$ cat src/hdl/rdcc_pkg.sv
// ----------------------------------------------------------------------------
// rdcc_pkg
// Shared constants, codes, types and helpers for the region colour classifier.
// ----------------------------------------------------------------------------
package rdcc_pkg;

    localparam int MAX_WIDTH_DEFAULT  = 1024;

    localparam int CHAN_W      = 8;
    localparam int CFG_DATA_W  = 11;
    localparam int CFG_INDEX_W = 2;
    localparam int CODE_W      = 2;
    localparam int COUNT_W     = 19;
    localparam int NUM_REGIONS = 3;
    localparam int NUM_COLORS  = 3;
    localparam int QUEUE_DEPTH = 2;

    localparam logic [COUNT_W-1:0] COUNT_MAX = '1;

    localparam int RESET_FRAME_WIDTH = 640;
    localparam logic [CHAN_W-1:0] RESET_STRONG_MIN = 8'd200;
    localparam logic [CHAN_W-1:0] RESET_WEAK_MAX   = 8'd50;

    // register indexes
    localparam logic [CFG_INDEX_W-1:0] CFG_FRAME_WIDTH = 2'd0;
    localparam logic [CFG_INDEX_W-1:0] CFG_STRONG_MIN  = 2'd1;
    localparam logic [CFG_INDEX_W-1:0] CFG_WEAK_MAX    = 2'd2;

    // region codes
    localparam logic [CODE_W-1:0] REGION_RIGHT  = 2'd0;
    localparam logic [CODE_W-1:0] REGION_CENTER = 2'd1;
    localparam logic [CODE_W-1:0] REGION_LEFT   = 2'd2;
    localparam logic [CODE_W-1:0] REGION_NONE   = 2'd3;

    // colour codes
    localparam logic [CODE_W-1:0] COLOR_BLUE  = 2'd0;
    localparam logic [CODE_W-1:0] COLOR_GREEN = 2'd1;
    localparam logic [CODE_W-1:0] COLOR_RED   = 2'd2;

    // floor(v/3) by reciprocal, exact for v < 2**17
    localparam int DIV3_SHIFT = 18;
    localparam logic [16:0] DIV3_MUL = 17'((2**DIV3_SHIFT + 2) / 3);

    typedef logic [CODE_W-1:0] t_code;

    typedef struct packed {
        t_code [NUM_REGIONS-1:0] color;
    } t_verdict;

    typedef struct packed {
        logic     valid;
        t_verdict verdict;
    } t_qslot;

    function automatic logic [15:0] div3(input logic [15:0] v);
        logic [33:0] p;
        p = 34'(v) * 34'(DIV3_MUL);
        return p[33:DIV3_SHIFT];
    endfunction

endpackage

$ cat src/hdl/rdcc_pixel_if.sv
// ----------------------------------------------------------------------------
// rdcc_pixel_if
// Pixel item channel: valid/ready with the three channels and end of frame.
// ----------------------------------------------------------------------------
interface rdcc_pixel_if;
    logic                      valid;
    logic                      ready;
    logic [rdcc_pkg::CHAN_W-1:0] blue_value;
    logic [rdcc_pkg::CHAN_W-1:0] green_value;
    logic [rdcc_pkg::CHAN_W-1:0] red_value;
    logic                      end_of_frame;

    modport source (output valid, blue_value, green_value, red_value, end_of_frame,
                    input ready);
    modport sink   (input valid, blue_value, green_value, red_value, end_of_frame,
                    output ready);
endinterface

$ cat src/hdl/rdcc_result_if.sv
// ----------------------------------------------------------------------------
// rdcc_result_if
// Result item channel: valid/ready with region, colour and last flag.
// ----------------------------------------------------------------------------
interface rdcc_result_if;
    logic                      valid;
    logic                      ready;
    logic [rdcc_pkg::CODE_W-1:0] region;
    logic [rdcc_pkg::CODE_W-1:0] dominant_color;
    logic                      last_region;

    modport source (output valid, region, dominant_color, last_region, input ready);
    modport sink   (input valid, region, dominant_color, last_region, output ready);
endinterface

$ cat src/hdl/region_dominant_color_classifier.sv
// ----------------------------------------------------------------------------
// region_dominant_color_classifier
// Counts pure red/green/blue pixels in the left, centre and right thirds of a
// frame and reports the dominant colour of each region at end of frame.
//
//   port     dir  kind        carries
//   i_pix    in   valid/ready blue_value, green_value, red_value, end_of_frame
//   o_res    out  valid/ready region, dominant_color, last_region
//   i_cfg_*  in   write only  frame_width (0), strong_min (1), weak_max (2)
//
// One pixel item per cycle unless an end-of-frame item waits on a full queue;
// the counter update stage sets the pace. Results pass the snapshot, queue and
// output register, right, centre, left. The two-entry verdict queue holds
// frames while the output stalls; end-of-frame items faster than the back part
// unrolls verdicts eventually hold off the input. Synchronous active-low reset
// clears counters, column and queue, and loads the register defaults.
// ----------------------------------------------------------------------------
module region_dominant_color_classifier #(
    parameter int MAX_WIDTH = rdcc_pkg::MAX_WIDTH_DEFAULT
) (
    input  logic                             i_clk,
    input  logic                             i_rst_n,
    input  logic                             i_cfg_we,
    input  logic [rdcc_pkg::CFG_INDEX_W-1:0] i_cfg_index,
    input  logic [rdcc_pkg::CFG_DATA_W-1:0]  i_cfg_data,
    rdcc_pixel_if.sink                       i_pix,
    rdcc_result_if.source                    o_res
);

    rdcc_pkg::t_qslot qwrite, qhead;
    logic             q_full, q_pop;

    rdcc_front #(
        .MAX_WIDTH (MAX_WIDTH)
    ) u_front (
        .i_clk       (i_clk),
        .i_rst_n     (i_rst_n),
        .i_cfg_we    (i_cfg_we),
        .i_cfg_index (i_cfg_index),
        .i_cfg_data  (i_cfg_data),
        .pix         (i_pix),
        .o_qwrite    (qwrite),
        .i_q_full    (q_full)
    );

    rdcc_queue u_queue (
        .i_clk   (i_clk),
        .i_rst_n (i_rst_n),
        .i_write (qwrite),
        .o_full  (q_full),
        .o_head  (qhead),
        .i_pop   (q_pop)
    );

    rdcc_back u_back (
        .i_clk   (i_clk),
        .i_rst_n (i_rst_n),
        .i_head  (qhead),
        .o_pop   (q_pop),
        .res     (o_res)
    );

    a_no_write_when_full: assert property (@(posedge i_clk) disable iff (!i_rst_n)
        qwrite.valid |-> !q_full)
        else $error("verdict pushed into a full queue");

    a_last_is_left: assert property (@(posedge i_clk) disable iff (!i_rst_n)
        o_res.valid && o_res.last_region |-> o_res.region == rdcc_pkg::REGION_LEFT)
        else $error("last flag on a region other than left");

    a_right_then_center: assert property (@(posedge i_clk) disable iff (!i_rst_n)
        o_res.valid && o_res.ready && o_res.region == rdcc_pkg::REGION_RIGHT
        |=> o_res.valid && o_res.region == rdcc_pkg::REGION_CENTER)
        else $error("centre item did not follow right");

    a_center_then_left: assert property (@(posedge i_clk) disable iff (!i_rst_n)
        o_res.valid && o_res.ready && o_res.region == rdcc_pkg::REGION_CENTER
        |=> o_res.valid && o_res.region == rdcc_pkg::REGION_LEFT)
        else $error("left item did not follow centre");

endmodule

$ cat src/hdl/rdcc_front.sv
// ----------------------------------------------------------------------------
// rdcc_front
// Tracks the column, classifies pixels, keeps the per-region colour counts
// and turns each frame's counts into a verdict for the queue.
// ----------------------------------------------------------------------------
module rdcc_front #(
    parameter int MAX_WIDTH = rdcc_pkg::MAX_WIDTH_DEFAULT
) (
    input  logic                             i_clk,
    input  logic                             i_rst_n,
    input  logic                             i_cfg_we,
    input  logic [rdcc_pkg::CFG_INDEX_W-1:0] i_cfg_index,
    input  logic [rdcc_pkg::CFG_DATA_W-1:0]  i_cfg_data,
    rdcc_pixel_if.sink                       pix,
    output rdcc_pkg::t_qslot                 o_qwrite,
    input  logic                             i_q_full
);

    localparam int CW = $clog2(MAX_WIDTH);
    localparam int WW = $clog2(MAX_WIDTH + 1);
    localparam int RST_W      = (rdcc_pkg::RESET_FRAME_WIDTH > MAX_WIDTH) ?
                                MAX_WIDTH : rdcc_pkg::RESET_FRAME_WIDTH;
    localparam int RST_THIRD  = RST_W / 3;
    localparam int RST_RSTART = (2 * RST_W) / 3;

    localparam int NR = rdcc_pkg::NUM_REGIONS;
    localparam int NC = rdcc_pkg::NUM_COLORS;

    // configuration and derived boundaries
    logic [WW-1:0]               r_width, r_third, r_third2, r_rstart, r_rend;
    logic [rdcc_pkg::CHAN_W-1:0] r_strong, r_weak;
    logic [WW-1:0]               cfg_w, cfg_third, cfg_rstart;

    // column and classify stage
    logic [CW-1:0]                r_col;
    logic [CW:0]                  col_p1;
    logic [WW-1:0]                col_x;
    logic                         r_c_valid, r_c_eof;
    rdcc_pkg::t_code              r_c_region, in_region;
    logic [NC-1:0]                r_c_pure, in_pure;
    logic                         pix_acc, c_advance, s_advance;

    // counters and frame snapshot
    logic [rdcc_pkg::COUNT_W-1:0] r_cnt  [NR][NC];
    logic [rdcc_pkg::COUNT_W-1:0] n_cnt  [NR][NC];
    logic [rdcc_pkg::COUNT_W-1:0] r_snap [NR][NC];
    logic                         r_s_valid;
    rdcc_pkg::t_verdict           verdict;

    // ---- configuration
    always_comb begin
        cfg_w      = (32'(i_cfg_data) > 32'(MAX_WIDTH)) ? WW'(MAX_WIDTH) : WW'(i_cfg_data);
        cfg_third  = WW'(rdcc_pkg::div3(16'(cfg_w)));
        cfg_rstart = WW'(rdcc_pkg::div3(16'({cfg_w, 1'b0})));
    end

    always_ff @(posedge i_clk) begin
        if (!i_rst_n) begin
            r_width  <= WW'(RST_W);
            r_third  <= WW'(RST_THIRD);
            r_third2 <= WW'(2 * RST_THIRD);
            r_rstart <= WW'(RST_RSTART);
            r_rend   <= WW'(RST_RSTART + RST_THIRD);
            r_strong <= rdcc_pkg::RESET_STRONG_MIN;
            r_weak   <= rdcc_pkg::RESET_WEAK_MAX;
        end else if (i_cfg_we) begin
            unique case (i_cfg_index)
                rdcc_pkg::CFG_FRAME_WIDTH: begin
                    r_width  <= cfg_w;
                    r_third  <= cfg_third;
                    r_third2 <= WW'({cfg_third, 1'b0});
                    r_rstart <= cfg_rstart;
                    r_rend   <= cfg_rstart + cfg_third;
                end
                rdcc_pkg::CFG_STRONG_MIN: r_strong <= i_cfg_data[rdcc_pkg::CHAN_W-1:0];
                rdcc_pkg::CFG_WEAK_MAX:   r_weak   <= i_cfg_data[rdcc_pkg::CHAN_W-1:0];
                default: ;
            endcase
        end
    end

    // ---- pixel classification at accept
    always_comb begin
        col_x = WW'(r_col);
        priority if (col_x < r_third) begin
            in_region = rdcc_pkg::REGION_LEFT;
        end else if (col_x < r_third2) begin
            in_region = rdcc_pkg::REGION_CENTER;
        end else if (col_x >= r_rstart && col_x < r_rend) begin
            in_region = rdcc_pkg::REGION_RIGHT;
        end else begin
            in_region = rdcc_pkg::REGION_NONE;
        end

        in_pure = '0;
        in_pure[rdcc_pkg::COLOR_RED]   = pix.red_value >= r_strong &&
                                         pix.green_value <= r_weak && pix.blue_value <= r_weak;
        in_pure[rdcc_pkg::COLOR_GREEN] = pix.green_value >= r_strong &&
                                         pix.red_value <= r_weak && pix.blue_value <= r_weak;
        in_pure[rdcc_pkg::COLOR_BLUE]  = pix.blue_value >= r_strong &&
                                         pix.red_value <= r_weak && pix.green_value <= r_weak;
        col_p1 = {1'b0, r_col} + (CW + 1)'(1);
    end

    assign s_advance = r_s_valid && !i_q_full;
    assign c_advance = r_c_valid && (!r_c_eof || !r_s_valid || s_advance);
    assign pix.ready = !r_c_valid || c_advance;
    assign pix_acc   = pix.valid && pix.ready;

    always_ff @(posedge i_clk) begin
        if (!i_rst_n) begin
            r_col     <= '0;
            r_c_valid <= 1'b0;
        end else begin
            if (pix_acc) begin
                if (pix.end_of_frame || 32'(col_p1) >= 32'(r_width)) begin
                    r_col <= '0;
                end else begin
                    r_col <= CW'(col_p1);
                end
            end
            if (pix.ready) begin
                r_c_valid <= pix.valid;
            end
        end
    end

    always_ff @(posedge i_clk) begin
        if (pix_acc) begin
            r_c_region <= in_region;
            r_c_pure   <= in_pure;
            r_c_eof    <= pix.end_of_frame;
        end
    end

    // ---- saturating counters
    always_comb begin
        for (int k = 0; k < NR; k++) begin
            for (int c = 0; c < NC; c++) begin
                if (r_c_region == rdcc_pkg::t_code'(k) && r_c_pure[c] &&
                    r_cnt[k][c] != rdcc_pkg::COUNT_MAX) begin
                    n_cnt[k][c] = r_cnt[k][c] + rdcc_pkg::COUNT_W'(1);
                end else begin
                    n_cnt[k][c] = r_cnt[k][c];
                end
            end
        end
    end

    always_ff @(posedge i_clk) begin
        if (!i_rst_n) begin
            for (int k = 0; k < NR; k++) begin
                for (int c = 0; c < NC; c++) begin
                    r_cnt[k][c] <= '0;
                end
            end
            r_s_valid <= 1'b0;
        end else begin
            if (c_advance) begin
                for (int k = 0; k < NR; k++) begin
                    for (int c = 0; c < NC; c++) begin
                        r_cnt[k][c] <= r_c_eof ? '0 : n_cnt[k][c];
                    end
                end
            end
            if (c_advance && r_c_eof) begin
                r_s_valid <= 1'b1;
            end else if (s_advance) begin
                r_s_valid <= 1'b0;
            end
        end
    end

    always_ff @(posedge i_clk) begin
        if (c_advance && r_c_eof) begin
            r_snap <= n_cnt;
        end
    end

    // ---- per-region decision
    always_comb begin
        for (int k = 0; k < NR; k++) begin
            priority if (r_snap[k][rdcc_pkg::COLOR_RED] > r_snap[k][rdcc_pkg::COLOR_GREEN] &&
                         r_snap[k][rdcc_pkg::COLOR_RED] > r_snap[k][rdcc_pkg::COLOR_BLUE]) begin
                verdict.color[k] = rdcc_pkg::COLOR_RED;
            end else if (r_snap[k][rdcc_pkg::COLOR_GREEN] > r_snap[k][rdcc_pkg::COLOR_RED] &&
                         r_snap[k][rdcc_pkg::COLOR_GREEN] > r_snap[k][rdcc_pkg::COLOR_BLUE]) begin
                verdict.color[k] = rdcc_pkg::COLOR_GREEN;
            end else begin
                verdict.color[k] = rdcc_pkg::COLOR_BLUE;
            end
        end
    end

    assign o_qwrite.valid   = s_advance;
    assign o_qwrite.verdict = verdict;

endmodule

$ cat src/hdl/rdcc_queue.sv
// ----------------------------------------------------------------------------
// rdcc_queue
// Short FIFO of frame verdicts between the front and back parts.
// ----------------------------------------------------------------------------
module rdcc_queue (
    input  logic             i_clk,
    input  logic             i_rst_n,
    input  rdcc_pkg::t_qslot i_write,
    output logic             o_full,
    output rdcc_pkg::t_qslot o_head,
    input  logic             i_pop
);

    localparam int DEPTH = rdcc_pkg::QUEUE_DEPTH;
    localparam int AW    = (DEPTH > 1) ? $clog2(DEPTH) : 1;
    localparam int NW    = $clog2(DEPTH + 1);

    rdcc_pkg::t_verdict r_slot [DEPTH];
    logic [AW-1:0]      r_wptr, r_rptr;
    logic [NW-1:0]      r_count;
    logic               push, pop;

    assign push = i_write.valid && !o_full;
    assign pop  = i_pop && (r_count != '0);

    assign o_full         = (r_count == NW'(DEPTH));
    assign o_head.valid   = (r_count != '0);
    assign o_head.verdict = r_slot[r_rptr];

    always_ff @(posedge i_clk) begin
        if (!i_rst_n) begin
            r_wptr  <= '0;
            r_rptr  <= '0;
            r_count <= '0;
        end else begin
            if (push) begin
                r_wptr <= (r_wptr == AW'(DEPTH - 1)) ? '0 : r_wptr + AW'(1);
            end
            if (pop) begin
                r_rptr <= (r_rptr == AW'(DEPTH - 1)) ? '0 : r_rptr + AW'(1);
            end
            if (push && !pop) begin
                r_count <= r_count + NW'(1);
            end else if (pop && !push) begin
                r_count <= r_count - NW'(1);
            end
        end
    end

    always_ff @(posedge i_clk) begin
        if (push) begin
            r_slot[r_wptr] <= i_write.verdict;
        end
    end

endmodule

$ cat src/hdl/rdcc_back.sv
// ----------------------------------------------------------------------------
// rdcc_back
// Unrolls each frame verdict into three result items: right, centre, left.
// ----------------------------------------------------------------------------
module rdcc_back (
    input  logic             i_clk,
    input  logic             i_rst_n,
    input  rdcc_pkg::t_qslot i_head,
    output logic             o_pop,
    rdcc_result_if.source    res
);

    rdcc_pkg::t_code r_idx;
    logic            r_o_valid;
    rdcc_pkg::t_code r_o_region, r_o_color;
    logic            r_o_last;
    logic            load;

    assign load  = i_head.valid && (!r_o_valid || res.ready);
    assign o_pop = load && (r_idx == rdcc_pkg::REGION_LEFT);

    always_ff @(posedge i_clk) begin
        if (!i_rst_n) begin
            r_idx     <= rdcc_pkg::REGION_RIGHT;
            r_o_valid <= 1'b0;
        end else begin
            if (load) begin
                r_idx <= (r_idx == rdcc_pkg::REGION_LEFT) ? rdcc_pkg::REGION_RIGHT
                                                          : r_idx + rdcc_pkg::CODE_W'(1);
                r_o_valid <= 1'b1;
            end else if (res.ready) begin
                r_o_valid <= 1'b0;
            end
        end
    end

    always_ff @(posedge i_clk) begin
        if (load) begin
            r_o_region <= r_idx;
            r_o_color  <= i_head.verdict.color[r_idx];
            r_o_last   <= (r_idx == rdcc_pkg::REGION_LEFT);
        end
    end

    assign res.valid          = r_o_valid;
    assign res.region         = r_o_region;
    assign res.dominant_color = r_o_color;
    assign res.last_region    = r_o_last;

endmodule

$ cat src/flat_wrapper.sv
// flat-port wrapper written by rule: the top's interface ports become plain ports
module region_dominant_color_classifier_flat 
#(
    parameter int MAX_WIDTH = rdcc_pkg::MAX_WIDTH_DEFAULT
)
  (i_clk, i_rst_n, i_cfg_we, i_cfg_index, i_cfg_data, i_pix_valid, i_pix_blue_value, i_pix_green_value, i_pix_red_value, i_pix_end_of_frame, i_pix_ready, o_res_valid, o_res_region, o_res_dominant_color, o_res_last_region, o_res_ready);
  rdcc_pixel_if i_pix_i ();
  rdcc_result_if o_res_i ();
  input  logic i_clk;
  input  logic i_rst_n;
  input  logic i_cfg_we;
  input  logic [rdcc_pkg::CFG_INDEX_W-1:0] i_cfg_index;
  input  logic [rdcc_pkg::CFG_DATA_W-1:0] i_cfg_data;
  input wire logic [$bits(i_pix_i.valid)-1:0] i_pix_valid;
  input wire logic [$bits(i_pix_i.blue_value)-1:0] i_pix_blue_value;
  input wire logic [$bits(i_pix_i.green_value)-1:0] i_pix_green_value;
  input wire logic [$bits(i_pix_i.red_value)-1:0] i_pix_red_value;
  input wire logic [$bits(i_pix_i.end_of_frame)-1:0] i_pix_end_of_frame;
  output wire logic [$bits(i_pix_i.ready)-1:0] i_pix_ready;
  output wire logic [$bits(o_res_i.valid)-1:0] o_res_valid;
  output wire logic [$bits(o_res_i.region)-1:0] o_res_region;
  output wire logic [$bits(o_res_i.dominant_color)-1:0] o_res_dominant_color;
  output wire logic [$bits(o_res_i.last_region)-1:0] o_res_last_region;
  input wire logic [$bits(o_res_i.ready)-1:0] o_res_ready;
  assign i_pix_i.valid = i_pix_valid;
  assign i_pix_i.blue_value = i_pix_blue_value;
  assign i_pix_i.green_value = i_pix_green_value;
  assign i_pix_i.red_value = i_pix_red_value;
  assign i_pix_i.end_of_frame = i_pix_end_of_frame;
  assign i_pix_ready = i_pix_i.ready;
  assign o_res_valid = o_res_i.valid;
  assign o_res_region = o_res_i.region;
  assign o_res_dominant_color = o_res_i.dominant_color;
  assign o_res_last_region = o_res_i.last_region;
  assign o_res_i.ready = o_res_ready;
  region_dominant_color_classifier #(.MAX_WIDTH(MAX_WIDTH)) u_core (.i_clk(i_clk), .i_rst_n(i_rst_n), .i_cfg_we(i_cfg_we), .i_cfg_index(i_cfg_index), .i_cfg_data(i_cfg_data), .i_pix(i_pix_i), .o_res(o_res_i));
endmodule
$ cat config.mk
export PLATFORM = sky130hd
export DESIGN_NAME = region_dominant_color_classifier_flat
export DESIGN_NICKNAME = d
export VERILOG_FILES = /design/src/hdl/rdcc_pkg.sv /design/src/hdl/rdcc_pixel_if.sv /design/src/hdl/rdcc_result_if.sv /design/src/hdl/region_dominant_color_classifier.sv /design/src/hdl/rdcc_front.sv /design/src/hdl/rdcc_queue.sv /design/src/hdl/rdcc_back.sv /design/src/flat_wrapper.sv
export SDC_FILE = /design/constraint.sdc
export NUM_CORES = 1
export LEC_CHECK = 0
export BUFFER_PORTS_ARGS = -buffer_cell sky130_fd_sc_hd__buf_4
export CAP_MARGIN = 20
export CORE_MARGIN = 1.5
export CORE_UTILIZATION = 45
export CTS_BUF_LIST = sky130_fd_sc_hd__clkbuf_4 sky130_fd_sc_hd__clkbuf_8
export CTS_CLUSTER_DIAMETER = 100
export DETAILED_ROUTE_END_ITERATION = 8
export GPL_ROUTABILITY_DRIVEN = 0
export SYNTH_ARGS = -nofsm -noshare
export SYNTH_HDL_FRONTEND = slang
export SYNTH_HIERARCHICAL = 1
export SYNTH_SLANG_ARGS = --single-unit
$ cat constraint.sdc
create_clock -name i_clk -period 17.4 [get_ports i_clk]
set_clock_uncertainty 0.05 [all_clocks]
set_input_delay 2.61 -clock i_clk [delete_from_list [all_inputs] [get_ports i_clk]]
set_output_delay 2.61 -clock i_clk [all_outputs]
set_load 0.01 [all_outputs]
==> flow_metrics.py, run 1 <==
metrics = {
    "critical_path": {
        "crit_path_start_kind": "input pin",
        "crit_start": "i_cfg_data[10]",
        "r2r-end": "u_core/u_front/r_col[2]$_SDFFE_PN0P_",
        "r2r.worst_path.cells": 13,
        "slowest_delay_ns": 0.55,
        "r2r_slack_ns": 13.91,
        "cp_max_fo": 15,
        "crit_arrival_ns": 9.44,
        "r2r-start": "u_core/u_front/r_col[1]$_SDFFE_PN0P_",
        "path_class": "input pin to flip-flop",
        "cp.required_ns": 17.90,
        "cpMaxStageDelayCell": "fa_1",
        "crit_end": "u_core/u_front/r_rend[9]$_SDFFE_PN1P_",
        "cpMostUsedCell": "inv_1",
        "end_kind": "flip-flop",
    },
    "floorplanning": {
        "core_mm2": 0.0604,
        "die_w_um": 250,
        "fp.dieArea_mm2": 0.0626,
        "io_pins": 50,
        "start_util_pct": 45.6,
        "rows": 90,
        "fp.dieH_um": 250,
    },
    "global_route": {
        "grt_overflow": 0,
        "grt_max_degree": 77,
        "grt_pass1_vias": 19200,
        "grt_usage_pct": 19.2,
        "antenna_found_initial": 2,
        "grt_pass1_wl_mm": 97.5,
    },
    "routing": {
        "antenna_left": 0,
        "routed_wl_mm": 58.6,
        "vias_per_cell": 5.27,
        "dr_wl_met2_mm": 27.8,
        "drtPass1Iterations": 6,
        "routed.top_layer": "met4",
        "first_iter_violations": 1067,
        "remaining_drc_errors": 0,
        "wl_met3_mm": 1.92,
        "num_vias": 18400,
        "wl_per_cell_um": 16.8,
        "wirelength_met1_mm": 27.3,
    },
    "sta": {
        "tightest_slew_ns": 0.998,
        "tns_ns": 0,
        "finalSetupViolations": 0,
        "fin_ws_ns": 8.46,
        "max-slew-margin-rel_pct": 33.5,
        "rsz0062_at_grt": "no",
        "whs_ns": 0.407,
        "finalCritPeriodShare_pct": 51.4,
        "fmax_mhz": 112,
        "slew_violations": 0,
        "finalCriticalPeriod_ns": 8.94,
        "hold_viol": 0,
    },
    "status": {
        "status": "completed",
    },
    "clock_tree": {
        "clockBufferDepth": 3,
        "clock_latency_ns": 0.64,
        "cts_tree": "done",
        "cts_buffers": 77,
        "cts_root_buf": "clkbuf_8",
        "cts.clk_slew.worst_paths_ns": 0.06,
        "clock_sinks": 434,
        "cts_resized": 0,
        "h-tree-depth": 3,
        "postCtsHoldBufs": 0,
        "post_cts_buffers": 0,
    },
    "flow_run": {
        "maxCapViolCount": 0,
    },
    "synthesis": {
        "synth_common_cells": "edfxtp_1 (365), ha_1 (349), inv_1 (280)",
        "ys_ff_latch": 434,
        "synth_ff_type": "edfxtp_1",
        "postSynthCellCount": 2553,
        "yosysMostFrequentCell": "edfxtp_1",
        "syn_avg_cell_area_um2": 10.8,
        "synth_top_area_share_pct": 39.8,
        "synth_edf_count": 365,
        "yosys-top-cells-area": "edfxtp_1 (40%), ha_1 (16%), dfxtp_1 (5.0%), nor2b_1 (5.0%), inv_1 (3.8%)",
        "async_flop_share_pct": 0,
        "synth_top_cell_by_area": "edfxtp_1",
        "synthesis.area_mm2": 0.0275,
        "synth_warnings": 6,
        "yosysSeqAreaShare_pct": 44.9,
        "synth.net_count": 2983,
        "yosys.cell_types.count": 79,
    },
    "final_layout": {
        "area_delta_synth_final_pct": 10.4,
        "drive_above_1_share_pct": 8.77,
        "final_nets": 3073,
    },
    "pwr": {
        "ir_drop_uv": 161,
        "p_leak_nw": 12.9,
        "total_power_mw": 2.86,
        "powerDensity_mw_per_mm2": 94.1,
    },
    "placement": {
        "pre_cts_ws_ns": 7.86,
        "dpl.hpwl_mm": 43.5,
        "io_buffers": 49,
    },
    "worst_hold_path": {
        "hp-class": "flip-flop to flip-flop",
    },
}
## cells by family after synthesis
logic type | synth area share (%)
other | 0.0136
flip-flops | 44.9
multiplexers | 1.01
AND/OR/NAND/NOR | 15.9
AO/OA/AOI/OAI | 9.16
adder cells (fa/ha/maj) | 18.6
XOR/XNOR | 5.89
buffers and inverters | 4.53
## per-stage QoR
stage / utilization, % / instances / area, µm²
floorplan: - / 2553 / 27500
global placement: 47.7 / 3346 / 28800
detailed placement: 47.7 / 3346 / 28800
CTS: 50.3 / 3484 / 30400
global route: 50.3 / 3486 / 30400
finish: 50.3 / 3486 / 30400
## routing by layer
metal / global-route usage, % / up-vias
li1: - / 9236
met2: 32.8 / 278
met5: 0 / -
met1: 25.1 / 8744
met4: 6.11 / 0
met3: 2.83 / 104
## layout by cell type (no fill, tap or decap), types with 5 or more instances in the layout
master	count
o21a_1	55
nand3_1	78
nand4_1	77
a211o_1	5
clkbuf_4	22
o21ai_0	55
and2_1	12
or2_2	10
and3_1	30
a211oi_1	10
xnor2_1	120
buf_4	59
xor2_1	63
inv_1	280
a31oi_1	11
clkbuf_8	86
o21ai_1	7
fa_1	38
mux2i_1	11
nor2b_1	218
a21oi_1	87
clkinv_1	10
o21bai_1	6
nor3_1	27
ha_1	349
or4_1	5
or3_1	6
nor2_1	113
nor4_1	10
edfxtp_1	365
dfxtp_1	69
nand2b_1	32
a21o_1	59
mux2_2	15
and4_1	15
clkinv_2	12
o211ai_1	24
nand2_1	170
## worst min path at each step
stage,from,end,slack [ns],cells after the start
3_5_place_dp,u_core/u_front/r_strong[2]$_SDFFE_PN0P_,u_core/u_front/r_strong[2]$_SDFFE_PN0P_,0.40,2
5_1_grt,u_core/u_front/r_width[5]$_SDFFE_PN0P_,u_core/u_front/r_width[5]$_SDFFE_PN0P_,0.43,2
2_1_floorplan,u_core/u_front/r_rstart[2]$_SDFFE_PN0P_,u_core/u_front/r_rstart[2]$_SDFFE_PN0P_,0.39,2
6_report,u_core/u_front/r_strong[2]$_SDFFE_PN0P_,u_core/u_front/r_strong[2]$_SDFFE_PN0P_,0.41,2
4_1_cts,u_core/u_front/r_strong[2]$_SDFFE_PN0P_,u_core/u_front/r_strong[2]$_SDFFE_PN0P_,0.41,2
3_3_place_gp,u_core/u_front/r_strong[1]$_SDFFE_PN0P_,u_core/u_front/r_strong[1]$_SDFFE_PN0P_,0.40,2
## worst max-delay path, delay by kind of cell
family | cells | cell delay (ns)
fa+ha+maj | 7 | 2.86
xor+xnor | 1 | 0.33
simple gates | 5 | 1.33
compound gates | 10 | 1.80
buf+inv | 6 | 0.51
## layout make-up
| type | instances | area (µm²) |
|---|---|---|
| timing repair buffer | 59 | 443 |
| sequential | 434 | 12300 |
| tap | 782 | 978 |
| inverter | 283 | 1060 |
| clock inverter | 30 | 249 |
| multi-input combinational | 1788 | 13900 |
| antenna | 2 | 5.00 |
| fill | 5462 | 30000 |
| clock buffer | 108 | 1350 |
## power breakdown
part	switching, mW	total, mW	leakage (nW)	internal, mW
clock	0.422	0.982	0.844	0.560
combinational	0.390	0.665	7.88	0.275
sequential	0.0329	1.21	4.20	1.18
## flip-flops by register name, summed over array words and instances (netlist names), 3 cells and up, named ones only
register                 cells
u_core/u_front/r_col        10
u_core/u_front/r_width      11
u_core/u_front/r_c_pure      3
u_core/u_queue/r_slot       12
u_core/u_front/r_snap      171
u_core/u_front/r_strong      8
u_core/u_front/r_rstart     11
u_core/u_front/r_cnt       171
u_core/u_front/r_weak        8
u_core/u_front/r_rend       11
Power figures use the tool's default switching activity.
==> inputs of run 2 (changes only) <==
Settings changed: ABC_AREA set to 1.
Clock period 17.4 ns to 8.8 ns, I/O delays scaled along.
==> flow_metrics.py, run 2 <==
metrics = {
    "critical_path": {
        "cpMaxStageDelayCell": "fa_1",
        "worst-path-buf-inv": 7,
        "r2r.worst_path.cells": 13,
        "cp_max_fo": 11,
        "slowest_delay_ns": 0.55,
        "crit_arrival_ns": 7.65,
        "crit_family": "adder cells",
        "cpMostUsedCell": "nand2_1",
        "end_kind": "flip-flop",
        "r2r-start": "u_core/u_front/r_cnt[0][152]$_SDFFCE_PP0P_",
        "cp_num_cells": 32,
        "r2r_slack_ns": 5.65,
        "cp.required_ns": 9.27,
        "crit_path_start_kind": "input pin",
        "path_class": "input pin to flip-flop",
        "r2r-end": "u_core/u_front/r_cnt[0][170]$_SDFFCE_PP0P_",
    },
    "clock_tree": {
        "cts_tree": "done",
        "clock_sinks": 434,
        "cts.clk_slew.worst_paths_ns": 0.06,
        "h-tree-depth": 3,
        "clockBufferDepth": 3,
        "post_cts_buffers": 0,
        "postCtsHoldBufs": 0,
        "cts_resized": 0,
        "cts_buffers": 75,
        "clock_latency_ns": 0.64,
        "cts_root_buf": "clkbuf_8",
    },
    "synthesis": {
        "yosysMostFrequentCell": "inv_1",
        "synth_top_area_share_pct": 38.1,
        "synth_warnings": 6,
        "synthesis.area_mm2": 0.0288,
        "ys_ff_latch": 434,
        "synth.net_count": 3632,
        "synth_edf_count": 365,
        "synth_common_cells": "inv_1 (652), nand2_1 (410), edfxtp_1 (365)",
        "async_flop_share_pct": 0,
        "yosys-top-cells-area": "edfxtp_1 (38%), ha_1 (15%), inv_1 (8.5%), nand2_1 (5.3%), dfxtp_1 (4.8%)",
        "synth_ff_type": "edfxtp_1",
        "yosysSeqAreaShare_pct": 42.9,
        "synth_top_cell_by_area": "edfxtp_1",
        "syn_avg_cell_area_um2": 8.99,
        "yosys.cell_types.count": 65,
        "postSynthCellCount": 3202,
    },
    "routing": {
        "num_vias": 21400,
        "first_iter_violations": 1149,
        "antenna_left": 0,
        "routed_wl_mm": 64.7,
        "vias_per_cell": 5.08,
        "remaining_drc_errors": 0,
        "wl_per_cell_um": 15.4,
        "drtPass1Iterations": 5,
    },
    "placement": {
        "io_buffers": 49,
        "place_area_mm2": 0.0301,
        "dpl.hpwl_mm": 49.6,
    },
    "final_layout": {
        "final_area_mm2": 0.0317,
        "fill_cells": 5855,
        "layout_common_cells": "inv_1 (650), nand2_1 (409), edfxtp_1 (365)",
        "drive_above_1_share_pct": 8.93,
        "final_common_cell": "inv_1",
        "area_delta_synth_final_pct": 10.1,
        "final_nets": 3729,
        "reg_top3": "u_core/u_front/r_cnt x171, u_core/u_front/r_snap x171, u_core/u_queue/r_slot x12",
    },
    "floorplanning": {
        "fp.dieArea_mm2": 0.0655,
        "fp.dieH_um": 256,
        "core_mm2": 0.0632,
        "die_w_um": 256,
        "start_util_pct": 45.5,
        "rows": 92,
        "io_pins": 50,
    },
    "sta": {
        "finalCritPeriodShare_pct": 81.7,
        "rsz0062_at_grt": "no",
        "finalSetupViolations": 0,
        "finalCriticalPeriod_ns": 7.19,
        "whs_ns": 0.422,
        "max-slew-margin-rel_pct": 30.4,
        "fmax_mhz": 139,
        "tightest_slew_ns": 1.04,
        "hold_viol": 0,
        "slew_violations": 0,
        "tns_ns": 0,
    },
    "global_route": {
        "grt_usage_pct": 19.9,
        "grt_overflow": 0,
        "antenna_found_initial": 3,
        "grt_pass1_wl_mm": 107,
        "grt_max_degree": 97,
        "grt_pass1_vias": 21600,
    },
    "flow_run": {
        "maxCapViolCount": 0,
    },
    "pwr": {
        "ir_drop_uv": 113,
        "powerDensity_mw_per_mm2": 181,
        "p_leak_nw": 14.5,
    },
    "worst_hold_path": {
        "hold_end": "u_core/u_front/r_rend[0]$_SDFFE_PN1P_",
        "worstHoldStart": "u_core/u_front/r_rend[0]$_SDFFE_PN1P_",
        "hold_path_depth": 2,
        "hp-class": "flip-flop to flip-flop",
    },
    "status": {
        "status": "completed",
    },
}
-- run 2: changes by cell type in the layout (fill, tap and decap cells not counted), sizes merged, moves of 45 or more --
cell   before  now
inv       284  672
nand2     171  437
nor2b     218    0
o21ai      63  108
xnor2     120   14
a21oi      89  202
nor3       28   87
a21o       59   12
nor2      113  356
o21a       55   10
-- run 2: worst max-delay path by stage --
stage	start	endpoint
floorplan	i_cfg_data[3]	u_core/u_front/r_rend[8]$_SDFFE_PN0P_
global placement	i_cfg_data[3]	u_core/u_front/r_rend[8]$_SDFFE_PN0P_
detailed placement	i_cfg_data[3]	u_core/u_front/r_rend[8]$_SDFFE_PN0P_
CTS	i_cfg_data[3]	u_core/u_front/r_rend[8]$_SDFFE_PN0P_
global route	i_cfg_data[5]	u_core/u_front/r_rend[9]$_SDFFE_PN1P_
finish	i_cfg_data[3]	u_core/u_front/r_rend[9]$_SDFFE_PN1P_
-- run 2: logic make-up after synthesis --
family                   synth area share (%)
flip-flops                               42.9
multiplexers                            0.235
XOR/XNOR                                 3.58
buffers and inverters                    9.31
other                                  0.0130
adder cells (fa/ha/maj)                  17.8
AND/OR/NAND/NOR                          17.9
AO/OA/AOI/OAI                            8.26
-- run 2: stage by stage --
step	total power, mW	instances	utilization [%]	worst slack [ns]
floorplan	3.52	3202	-	1.83
global placement	3.82	4067	47.7	1.14
CTS	5.80	4205	50.1	1.71
detailed placement	3.86	4068	47.7	1.05
global route	6.09	4206	50.1	1.12
finish	5.73	4206	50.1	1.61
-- run 2: area by class of cell --
class	instances	area, µm²	share of cell area (%)
timing repair buffer	57	432	1.36
tap	846	1060	3.34
inverter	673	2530	7.99
clock buffer	99	1260	3.96
multi-input combinational	2058	13800	43.5
sequential	434	12300	38.9
antenna	1	2.50	0.00790
clock inverter	38	287	0.904
-- run 2: worst register-to-register path, delay by kind of cell, from the launching register on --
| family | cells | cell delay [ns] |
|---|---|---|
| adder cells (fa/ha/maj) | 1 | 0.26 |
| buffers and inverters | 2 | 0.26 |
| flip-flops | 1 | 0.45 |
| AND/OR/NAND/NOR | 9 | 1.85 |
| AO/OA/AOI/OAI | 1 | 0.12 |
-- run 2: metal layers --
layer	share of wire [%]	track usage [%]	routed length, µm	vias to the layer above
met5	0.039	0	25	-
met4	2.5	7.18	1640	4
met3	4.8	3.36	3110	112
met2	47	33.7	30400	437
met1	46	25.6	29600	9974
li1	-	-	-	10900
-- run 2: report_power, final --
group / leakage, nW / internal (mW) / switching [mW]
Combinational: 9.53 / 0.493 / 0.936
Sequential: 4.21 / 2.33 / 0.0645
Clock: 0.800 / 1.05 / 0.853
Total: 14.5 / 3.88 / 1.85
